==> src/rar_pkg.sv <==
// Shared types and constants for the rational arithmetic/reduction block.
// No dependencies; used by rar_ctrl, rar_dp and rational_arith_reduce_top.
`default_nettype none
package rar_pkg;
    typedef enum logic [2:0] {
        CMD_ADD = 3'd0,
        CMD_SUB = 3'd1,
        CMD_MUL = 3'd2,
        CMD_DIV = 3'd3,
        CMD_NEG = 3'd4,
        CMD_EQ  = 3'd5
    } cmd_t;

    // controller -> datapath
    typedef struct packed {
        logic load;     // capture operands
        logic mul;      // form products
        logic comb;     // combine into exact n/d
        logic gstep;    // one gcd step
        logic dstart;   // prepare divisions
        logic dstep;    // one division step
        logic fin;      // finish result
    } ctrl_cmd_t;

    // datapath -> controller
    typedef struct packed {
        logic skip;     // no reduction needed
        logic gdone;    // gcd finished
        logic ddone;    // divisions finished
    } ctrl_sts_t;
endpackage
`default_nettype wire

==> src/rar_dp.sv <==
// Datapath: operand products, binary gcd and two restoring divisions.
// Depends on rar_pkg.
`default_nettype none
module rar_dp #(
    parameter int OperandWidth = 16
) (
    input  wire                logic            aclk,
    input  wire                logic [2:0]      cmd,
    input  wire                logic [OperandWidth-1:0] a_num,
    input  wire                logic [OperandWidth-1:0] a_den,
    input  wire                logic [OperandWidth-1:0] b_num,
    input  wire                logic [OperandWidth-1:0] b_den,
    input  wire                rar_pkg::ctrl_cmd_t ctl,
    output rar_pkg::ctrl_sts_t sts,
    output logic [31:0]        res_num,
    output logic [30:0]        res_den,
    output logic               is_equal,
    output logic               div_zero,
    output logic               overflow
);
    import rar_pkg::*;
    localparam int W  = OperandWidth;
    localparam int PW = 2 * W + 2;   // exact numerator/denominator width
    localparam int MW = PW - 1;      // magnitude width
    localparam int CW = $clog2(MW + 1);

    logic [2:0] cmd_reg;
    logic signed [W-1:0] an_reg, ad_reg, bn_reg, bd_reg;
    logic signed [PW-1:0] p1_reg, p2_reg, p3_reg;
    logic [MW-1:0] nm_reg, dm_reg;   // magnitudes
    logic          neg_reg, eq_reg, zero_reg;
    logic [MW-1:0] gx_reg, gy_reg;
    logic [CW-1:0] gk_reg;
    logic [MW-1:0] g_reg, qn_reg, qd_reg, rn_reg, rd_reg, dn_reg, dd_reg;
    logic [CW-1:0] dc_reg;

    logic signed [PW-1:0] ext_an, ext_ad, ext_bn, ext_bd, nn, dd;
    assign ext_an = PW'(an_reg);
    assign ext_ad = PW'(ad_reg);
    assign ext_bn = PW'(bn_reg);
    assign ext_bd = PW'(bd_reg);

    // operand-width products, widened afterwards
    logic signed [2*W-1:0] pr1, pr2, pr3;
    assign pr1 = an_reg * ((cmd_reg == CMD_MUL) ? bn_reg : bd_reg);
    assign pr2 = ad_reg * bn_reg;
    assign pr3 = ad_reg * bd_reg;

    // wide views of the quotients for range checks
    logic [63:0] qn_w, qd_w;
    assign qn_w = 64'(qn_reg);
    assign qd_w = 64'(qd_reg);

    always_comb begin
        nn = '0;
        dd = PW'(1);
        case (cmd_reg)
            CMD_ADD: begin
                nn = (ad_reg == bd_reg) ? ext_an + ext_bn : p1_reg + p2_reg;
                dd = (ad_reg == bd_reg) ? ext_ad : p3_reg;
            end
            CMD_SUB: begin
                nn = (ad_reg == bd_reg) ? ext_an - ext_bn : p1_reg - p2_reg;
                dd = (ad_reg == bd_reg) ? ext_ad : p3_reg;
            end
            CMD_MUL: begin
                nn = p1_reg;
                dd = p3_reg;
            end
            CMD_DIV: begin
                nn = p1_reg;
                dd = p2_reg;
            end
            CMD_NEG: begin
                nn = -ext_an;
                dd = ext_ad;
            end
            default: ;
        endcase
    end

    // restoring division step helpers
    logic [MW:0] trn, trd;
    assign trn = {rn_reg, dn_reg[MW-1]} - {1'b0, g_reg};
    assign trd = {rd_reg, dd_reg[MW-1]} - {1'b0, g_reg};

    logic eqv;
    always_comb begin
        if (ad_reg != '0 && bd_reg != '0)
            eqv = (p1_reg == p2_reg);
        else if (ad_reg == '0 && bd_reg == '0)
            eqv = (an_reg != '0) && (an_reg[W-1] == bn_reg[W-1]) && (bn_reg != '0);
        else
            eqv = 1'b0;
    end

    logic [MW-1:0] gmin, gmax, gdif;
    assign gmin = (gx_reg < gy_reg) ? gx_reg : gy_reg;
    assign gmax = (gx_reg < gy_reg) ? gy_reg : gx_reg;
    assign gdif = gmax - gmin;

    always_ff @(posedge aclk) begin
        if (ctl.load) begin
            cmd_reg <= cmd;
            an_reg  <= a_num;
            ad_reg  <= a_den;
            bn_reg  <= b_num;
            bd_reg  <= b_den;
        end
        if (ctl.mul) begin
            // p1 = an*bd (or an*bn), p2 = ad*bn (or bn*ad), p3 = ad*bd
            p1_reg <= PW'(pr1);
            p2_reg <= PW'(pr2);
            p3_reg <= PW'(pr3);
        end
        if (ctl.comb) begin
            eq_reg   <= (cmd_reg == CMD_EQ) && eqv;
            zero_reg <= (nn == '0) || cmd_reg > CMD_NEG;
            neg_reg  <= nn[PW-1] ^ dd[PW-1];
            nm_reg   <= nn[PW-1] ? MW'(-nn) : MW'(nn);
            dm_reg   <= dd[PW-1] ? MW'(-dd) : MW'(dd);
            gx_reg   <= nn[PW-1] ? MW'(-nn) : MW'(nn);
            gy_reg   <= dd[PW-1] ? MW'(-dd) : MW'(dd);
            gk_reg   <= '0;
        end
        if (ctl.gstep) begin
            // Stein: strip shared twos, then subtract
            if (gy_reg == '0) begin
                g_reg <= gx_reg << gk_reg;
            end else if (!gx_reg[0] && !gy_reg[0]) begin
                gx_reg <= gx_reg >> 1;
                gy_reg <= gy_reg >> 1;
                gk_reg <= gk_reg + 1'b1;
            end else if (!gx_reg[0]) begin
                gx_reg <= gx_reg >> 1;
            end else if (!gy_reg[0]) begin
                gy_reg <= gy_reg >> 1;
            end else begin
                gx_reg <= gmin;
                gy_reg <= gdif;
            end
        end
        if (ctl.dstart) begin
            dn_reg <= nm_reg;
            dd_reg <= dm_reg;
            rn_reg <= '0;
            rd_reg <= '0;
            qn_reg <= '0;
            qd_reg <= '0;
            dc_reg <= '0;
        end
        if (ctl.dstep) begin
            dn_reg <= dn_reg << 1;
            dd_reg <= dd_reg << 1;
            dc_reg <= dc_reg + 1'b1;
            if (!trn[MW]) begin
                rn_reg <= trn[MW-1:0];
                qn_reg <= {qn_reg[MW-2:0], 1'b1};
            end else begin
                rn_reg <= {rn_reg[MW-2:0], dn_reg[MW-1]};
                qn_reg <= {qn_reg[MW-2:0], 1'b0};
            end
            if (!trd[MW]) begin
                rd_reg <= trd[MW-1:0];
                qd_reg <= {qd_reg[MW-2:0], 1'b1};
            end else begin
                rd_reg <= {rd_reg[MW-2:0], dd_reg[MW-1]};
                qd_reg <= {qd_reg[MW-2:0], 1'b0};
            end
        end
        if (ctl.fin) begin
            is_equal <= eq_reg;
            if (zero_reg) begin
                res_num  <= 32'd0;
                res_den  <= 31'd1;
                div_zero <= 1'b0;
                overflow <= 1'b0;
            end else begin
                res_num  <= neg_reg ? 32'(-qn_w) : 32'(qn_w);
                res_den  <= 31'(qd_reg);
                div_zero <= (qd_reg == '0);
                overflow <= (qd_w > 64'h7FFF_FFFF) ||
                    (!neg_reg && qn_w > 64'h7FFF_FFFF) ||
                    (neg_reg && qn_w > 64'h8000_0000);
            end
        end
    end

    assign sts = '{skip: zero_reg, gdone: (gy_reg == '0), ddone: (dc_reg == CW'(MW))};
endmodule
`default_nettype wire

==> src/rar_ctrl.sv <==
// Controller: sequences load, products, gcd, divisions and result output.
// Depends on rar_pkg.
`default_nettype none
module rar_ctrl (
    input  wire logic               aclk,
    input  wire logic               aresetn,
    input  wire logic               s_tvalid,
    output logic                    s_tready,
    output logic                    m_tvalid,
    input  wire logic               m_tready,
    input  wire rar_pkg::ctrl_sts_t sts,
    output rar_pkg::ctrl_cmd_t      ctl
);
    import rar_pkg::*;
    typedef enum logic [2:0] {
        ST_IDLE, ST_MUL, ST_COMB, ST_GCD, ST_GFIN, ST_DIV, ST_FIN
    } state_t;
    state_t state_reg;
    logic   out_reg;

    assign s_tready = (state_reg == ST_IDLE);
    assign m_tvalid = out_reg;

    always_comb begin
        ctl        = '0;
        ctl.load   = s_tvalid && s_tready;
        ctl.mul    = (state_reg == ST_MUL);
        ctl.comb   = (state_reg == ST_COMB);
        ctl.gstep  = (state_reg == ST_GCD) || (state_reg == ST_GFIN);
        ctl.dstart = (state_reg == ST_GFIN);
        ctl.dstep  = (state_reg == ST_DIV) && !sts.ddone;
        ctl.fin    = (state_reg == ST_FIN) && (!out_reg || m_tready);
    end

    always_ff @(posedge aclk) begin
        if (!aresetn) begin
            state_reg <= ST_IDLE;
            out_reg   <= 1'b0;
        end else begin
            if (ctl.fin) out_reg <= 1'b1;
            else if (m_tready) out_reg <= 1'b0;
            unique case (state_reg)
                ST_IDLE: if (s_tvalid) state_reg <= ST_MUL;
                ST_MUL:  state_reg <= ST_COMB;
                ST_COMB: state_reg <= ST_GCD;
                ST_GCD: begin
                    if (sts.skip) state_reg <= ST_FIN;
                    else if (sts.gdone) state_reg <= ST_GFIN;
                end
                ST_GFIN: state_reg <= ST_DIV;
                ST_DIV:  if (sts.ddone) state_reg <= ST_FIN;
                ST_FIN: begin
                    if (ctl.fin) state_reg <= ST_IDLE;
                end
                default: state_reg <= ST_IDLE;
            endcase
        end
    end

`ifndef SYNTH
    a_one_side: assert property (@(posedge aclk) disable iff (!aresetn)
        !(s_tready && state_reg != ST_IDLE)) else $error("ready outside idle");
    a_fin_out: assert property (@(posedge aclk) disable iff (!aresetn)
        ctl.fin |=> m_tvalid) else $error("result not presented");
    a_hold: assert property (@(posedge aclk) disable iff (!aresetn)
        m_tvalid && !m_tready |=> m_tvalid) else $error("result dropped");
`endif
endmodule
`default_nettype wire

==> src/rational_arith_reduce_top.sv <==
// Top level of the rational arithmetic unit with reduction to lowest terms.
// Depends on rar_pkg, rar_ctrl and rar_dp.
`default_nettype none
// One transfer in gives one transfer out. An item passes through the product and
// combine steps, then a binary gcd loop over the (2W+1)-bit magnitudes that halves
// or subtracts once per step (at least one step, at most about two per bit of both
// magnitudes, near 8*W), then a division setup step and 2W+1 restoring division
// steps that divide numerator and denominator by the gcd side by side, and a final
// output step. A zero result, an equality test or an unused command skips gcd
// and division. Input is taken only while idle, so the next input is taken
// only after the result is registered; the result waits in an output register
// until taken, and a following item holds in its final state until that
// register is free.
module rational_arith_reduce_top #(
    parameter int OPERAND_WIDTH = 16
) (
    input  wire logic aclk,
    input  wire logic aresetn,
    input  wire logic s_tvalid,
    output logic      s_tready,
    // a_num[W-1:0], a_den, b_num, b_den from lowest bits up, zero padded
    input  wire logic [((4*OPERAND_WIDTH+7)/8)*8-1:0] s_tdata,
    input  wire logic [2:0] s_tuser,  // cmd
    output logic      m_tvalid,
    input  wire logic m_tready,
    // res_num[31:0], res_den[62:32], is_equal[63], div_zero[64], overflow[65]
    output logic [71:0] m_tdata
);
    import rar_pkg::*;
    localparam int W = OPERAND_WIDTH;
    ctrl_cmd_t ctl;
    ctrl_sts_t sts;
    logic [31:0] res_num;
    logic [30:0] res_den;
    logic is_equal, div_zero, overflow;

    rar_ctrl u_ctrl (
        .aclk(aclk), .aresetn(aresetn), .s_tvalid(s_tvalid), .s_tready(s_tready),
        .m_tvalid(m_tvalid), .m_tready(m_tready), .sts(sts), .ctl(ctl)
    );

    rar_dp #(.OperandWidth(W)) u_dp (
        .aclk(aclk), .cmd(s_tuser),
        .a_num(s_tdata[W-1:0]), .a_den(s_tdata[2*W-1:W]),
        .b_num(s_tdata[3*W-1:2*W]), .b_den(s_tdata[4*W-1:3*W]),
        .ctl(ctl), .sts(sts),
        .res_num(res_num), .res_den(res_den), .is_equal(is_equal),
        .div_zero(div_zero), .overflow(overflow)
    );

    assign m_tdata = {6'd0, overflow, div_zero, is_equal, res_den, res_num};
endmodule
`default_nettype wire

==> config.mk <==
export PLATFORM = sky130hd
export DESIGN_NAME = rational_arith_reduce_top
export DESIGN_NICKNAME = d
export VERILOG_FILES = /design/src/rar_pkg.sv /design/src/rar_dp.sv /design/src/rar_ctrl.sv /design/src/rational_arith_reduce_top.sv
export SDC_FILE = /design/constraint.sdc
export NUM_CORES = 2
export LEC_CHECK = 0
export ABC_AREA = 1
export BUFFER_PORTS_ARGS = -buffer_cell sky130_fd_sc_hd__buf_2
export CAP_MARGIN = 20
export CORE_ASPECT_RATIO = 2
export CORE_UTILIZATION = 43
export CTS_BUF_LIST = sky130_fd_sc_hd__clkbuf_4 sky130_fd_sc_hd__clkbuf_8
export DETAILED_ROUTE_END_ITERATION = 8
export SKIP_CTS_REPAIR_TIMING = 1
export SYNTH_ARGS = -nofsm -noshare
export SYNTH_HDL_FRONTEND = slang
export SYNTH_SLANG_ARGS = --single-unit
==> constraint.sdc <==
create_clock -name aclk -period 8.37 [get_ports aclk]
set_clock_uncertainty 0.2 [all_clocks]
set_input_delay 1.2555 -clock aclk [delete_from_list [all_inputs] [get_ports aclk]]
set_output_delay 1.2555 -clock aclk [all_outputs]
set_load 0.02 [all_outputs]
==> flow_metrics.tcl <==
set metrics [dict create \
    cpMaxStageDelayCell "fa_2" \
    ys_seq_elements 611 \
    cpMostUsedCell "fa_1" \
    drc_errors 0 \
    clk_latency_ns 0.88 \
    cts_buffers 98 \
    synth_area_per_cell_um2 7.80 \
    pin_count 145 \
    drive_above_1_share_pct 7.10 \
    critical_path_class "reg -> reg" \
    fmax_ghz 0.127 \
    grt-ovfl-total 0 \
    run_status "complete, no violations" \
    ys.flop_type "edfxtp_1" \
    synth_cell_types 78 \
    period_needed_ns 7.87 \
    placed_cell_area_um2 75500 \
    grt_pass1_vias 66389 \
    seq_area_frac_synth_pct 24.2 \
    cp_max_fo 24 \
    rsz0062_at_grt "no" \
    syn_area_um2 72500 \
    path_clk_slew_ns 0.06 \
    rows 212 \
    max_slew.worst_pin.slew_ns 1.14 \
    io_buffers 138 \
    ys.warnings.count 0 \
    first_pass_iters 7 \
    setup_violations 0 \
    synth-edff-count 533 \
    avgRoutedWirePerCell_um 23.8 \
    hold_class "reg -> reg" \
    worst_setup_path_end_kind "flop" \
    fp.dieH_um 583 \
    maxCapViolCount 0 \
    hpwl_um 223000 \
    root_buffer "clkbuf_8" \
    htreeDepth 3 \
    cts_tree "yes" \
    cpPeakStageDelay_ns 0.72 \
    start_util_pct 43.4 \
    area_delta_synth_final_pct 7.17 \
    cp-start-kind "flop" \
    cp.arrival_ns 8.21 \
    design.core.area_um2 167000 \
    viasPerCell 5.42 \
    drv_slew 0 \
    nNetsFinal 10670 \
    async_reset_ff_share_pct 0 \
    synth_cells 9301 \
    seq_area_um2 17600 \
    cts_buffer_depth 3 \
    grt_pass1_wl_um 406000 \
    cts_num_sinks 611 \
    grt_max_degree 168 \
    max_slew_margin_pct 24.0 \
    fillers 16863 \
    vias 62635 \
    grtUsageTotal_pct 32.6 \
    place_congestion 1.04 \
    ant_nets 0 \
    period_share_pct 94.0 \
    die_area_um2 170000 \
    fin_area_um2 77700 \
    dieWidth_um 292 \
    wl_um 275000 \
    antenna_found_initial 6 \
    required_ns 8.72 \
    tns_ns 0 \
    multi_input_area_um2 46200 \
    finalHoldViolations 0 \
    drt_iter0_markers 3992 \
]
-- cell usage in the layout, fill, tap and decap left out, types with 16 or more instances in the layout --
cell type / n
nand2_2: 46
fa_1: 791
ha_1: 467
clkinv_1: 19
o21ai_0: 405
xnor2_1: 102
nor4_1: 38
clkbuf_8: 103
clkbuf_4: 18
nand2_1: 2200
xor2_1: 121
a21oi_2: 20
nand3b_1: 16
nand3_1: 459
buf_2: 138
a221oi_1: 17
nor2_2: 26
nor3_1: 64
nand3_2: 17
dfxtp_1: 77
a21oi_1: 437
o21bai_1: 31
nor2_1: 717
o211ai_1: 34
or2_2: 17
o21ai_2: 19
o22ai_1: 40
edfxtp_1: 533
inv_1: 1885
o21ai_1: 57
inv_2: 35
buf_4: 144
a31oi_1: 29
nand4_1: 88
-- logic make-up after synthesis --
group           count (synthesis)  share of synthesized area, %
mux                            14                         0.193
simple gates                 3720                          21.3
flops                         611                          24.2
fa+ha+maj                    1259                          29.9
other cells                     1                       0.00517
compound gates               1192                          9.35
xor+xnor                      225                          2.74
buf+inv                      2279                          12.2
-- through the flow --
stage / worst slack [ns] / std cells / utilization (%) / hold WS, ns
2_1_floorplan: 1.14 / 9307 / - / 0.200
3_3_place_gp: 0.368 / 11380 / 45.2 / 0.213
3_5_place_dp: 0.371 / 11380 / 45.2 / 0.224
4_1_cts: 0.318 / 11561 / 46.5 / 0.198
5_1_grt: 0.0245 / 11562 / 46.5 / 0.220
6_report: 0.502 / 11562 / 46.5 / 0.199
-- synth_stat cells, drive strengths merged (5+ instances only) --
master  number  area, um2
a211oi      13       97.6
a21boi      16        128
a21o        10       75.1
a21oi      458       2380
a221oi      18        164
a22oi        8       65.1
a31oi       29        181
and2         5       31.3
and3         5       31.3
buf        108        701
clkbuf     244        918
clkinv       7       26.3
dfxtp       78       1560
edfxtp     533      16000
fa         792      15900
ha         467       5840
inv       1920       7210
mux2i       14        140
nand2     2249       8570
nand3      476       2470
nand3b      18        151
nand4       89        572
nor2       751       2920
nor3        69        367
nor4        39        250
o211ai      36        280
o21a        11       82.6
o21ai      481       2480
o21bai      32        251
o221ai      15        131
o22ai       40        250
o31ai       10       75.1
or2         18        113
xnor2      102        893
xor2       123       1090
-- routing by layer --
metal	vias up	track usage [%]	wire length, um
li1	29174	-	-
met4	8	36.1	36900
met5	-	0	48
met3	1052	5.29	13700
met2	2202	59.3	141000
met1	30199	28.7	83600
-- final timing paths --
check	startpoint	end	slack (ns)	cells past startpoint
max	u_dp.cmd_reg[2]	u_dp.p1_reg[30]	0.50	29
min	u_dp.eq_reg	u_dp.is_equal	0.20	0
max reg2reg	u_dp.cmd_reg[2]	u_dp.p1_reg[30]	0.50	29
min reg2reg	u_dp.eq_reg	u_dp.is_equal	0.20	0
-- final cells by class --
class	instances	area share, %
flip-flops and latches	611	22.6
well taps	2140	3.45
clock inverters	60	0.861
clock buffers	121	2.00
repair buffers	285	2.36
inverters	1927	9.32
multi-input cells	6417	59.4
diodes	1	0.00322
-- critical path, delay by kind of cell, from the launching register on --
family          cells  cell delay [ns]
fa+ha+maj           7             3.47
compound gates      8             1.87
buf+inv             7             0.90
simple gates        6             0.54
flops               1             0.44
xor+xnor            1             0.14
Power is not shown: default switching activity piles up to over one toggle a cycle in this logic, so the estimate is an artifact.
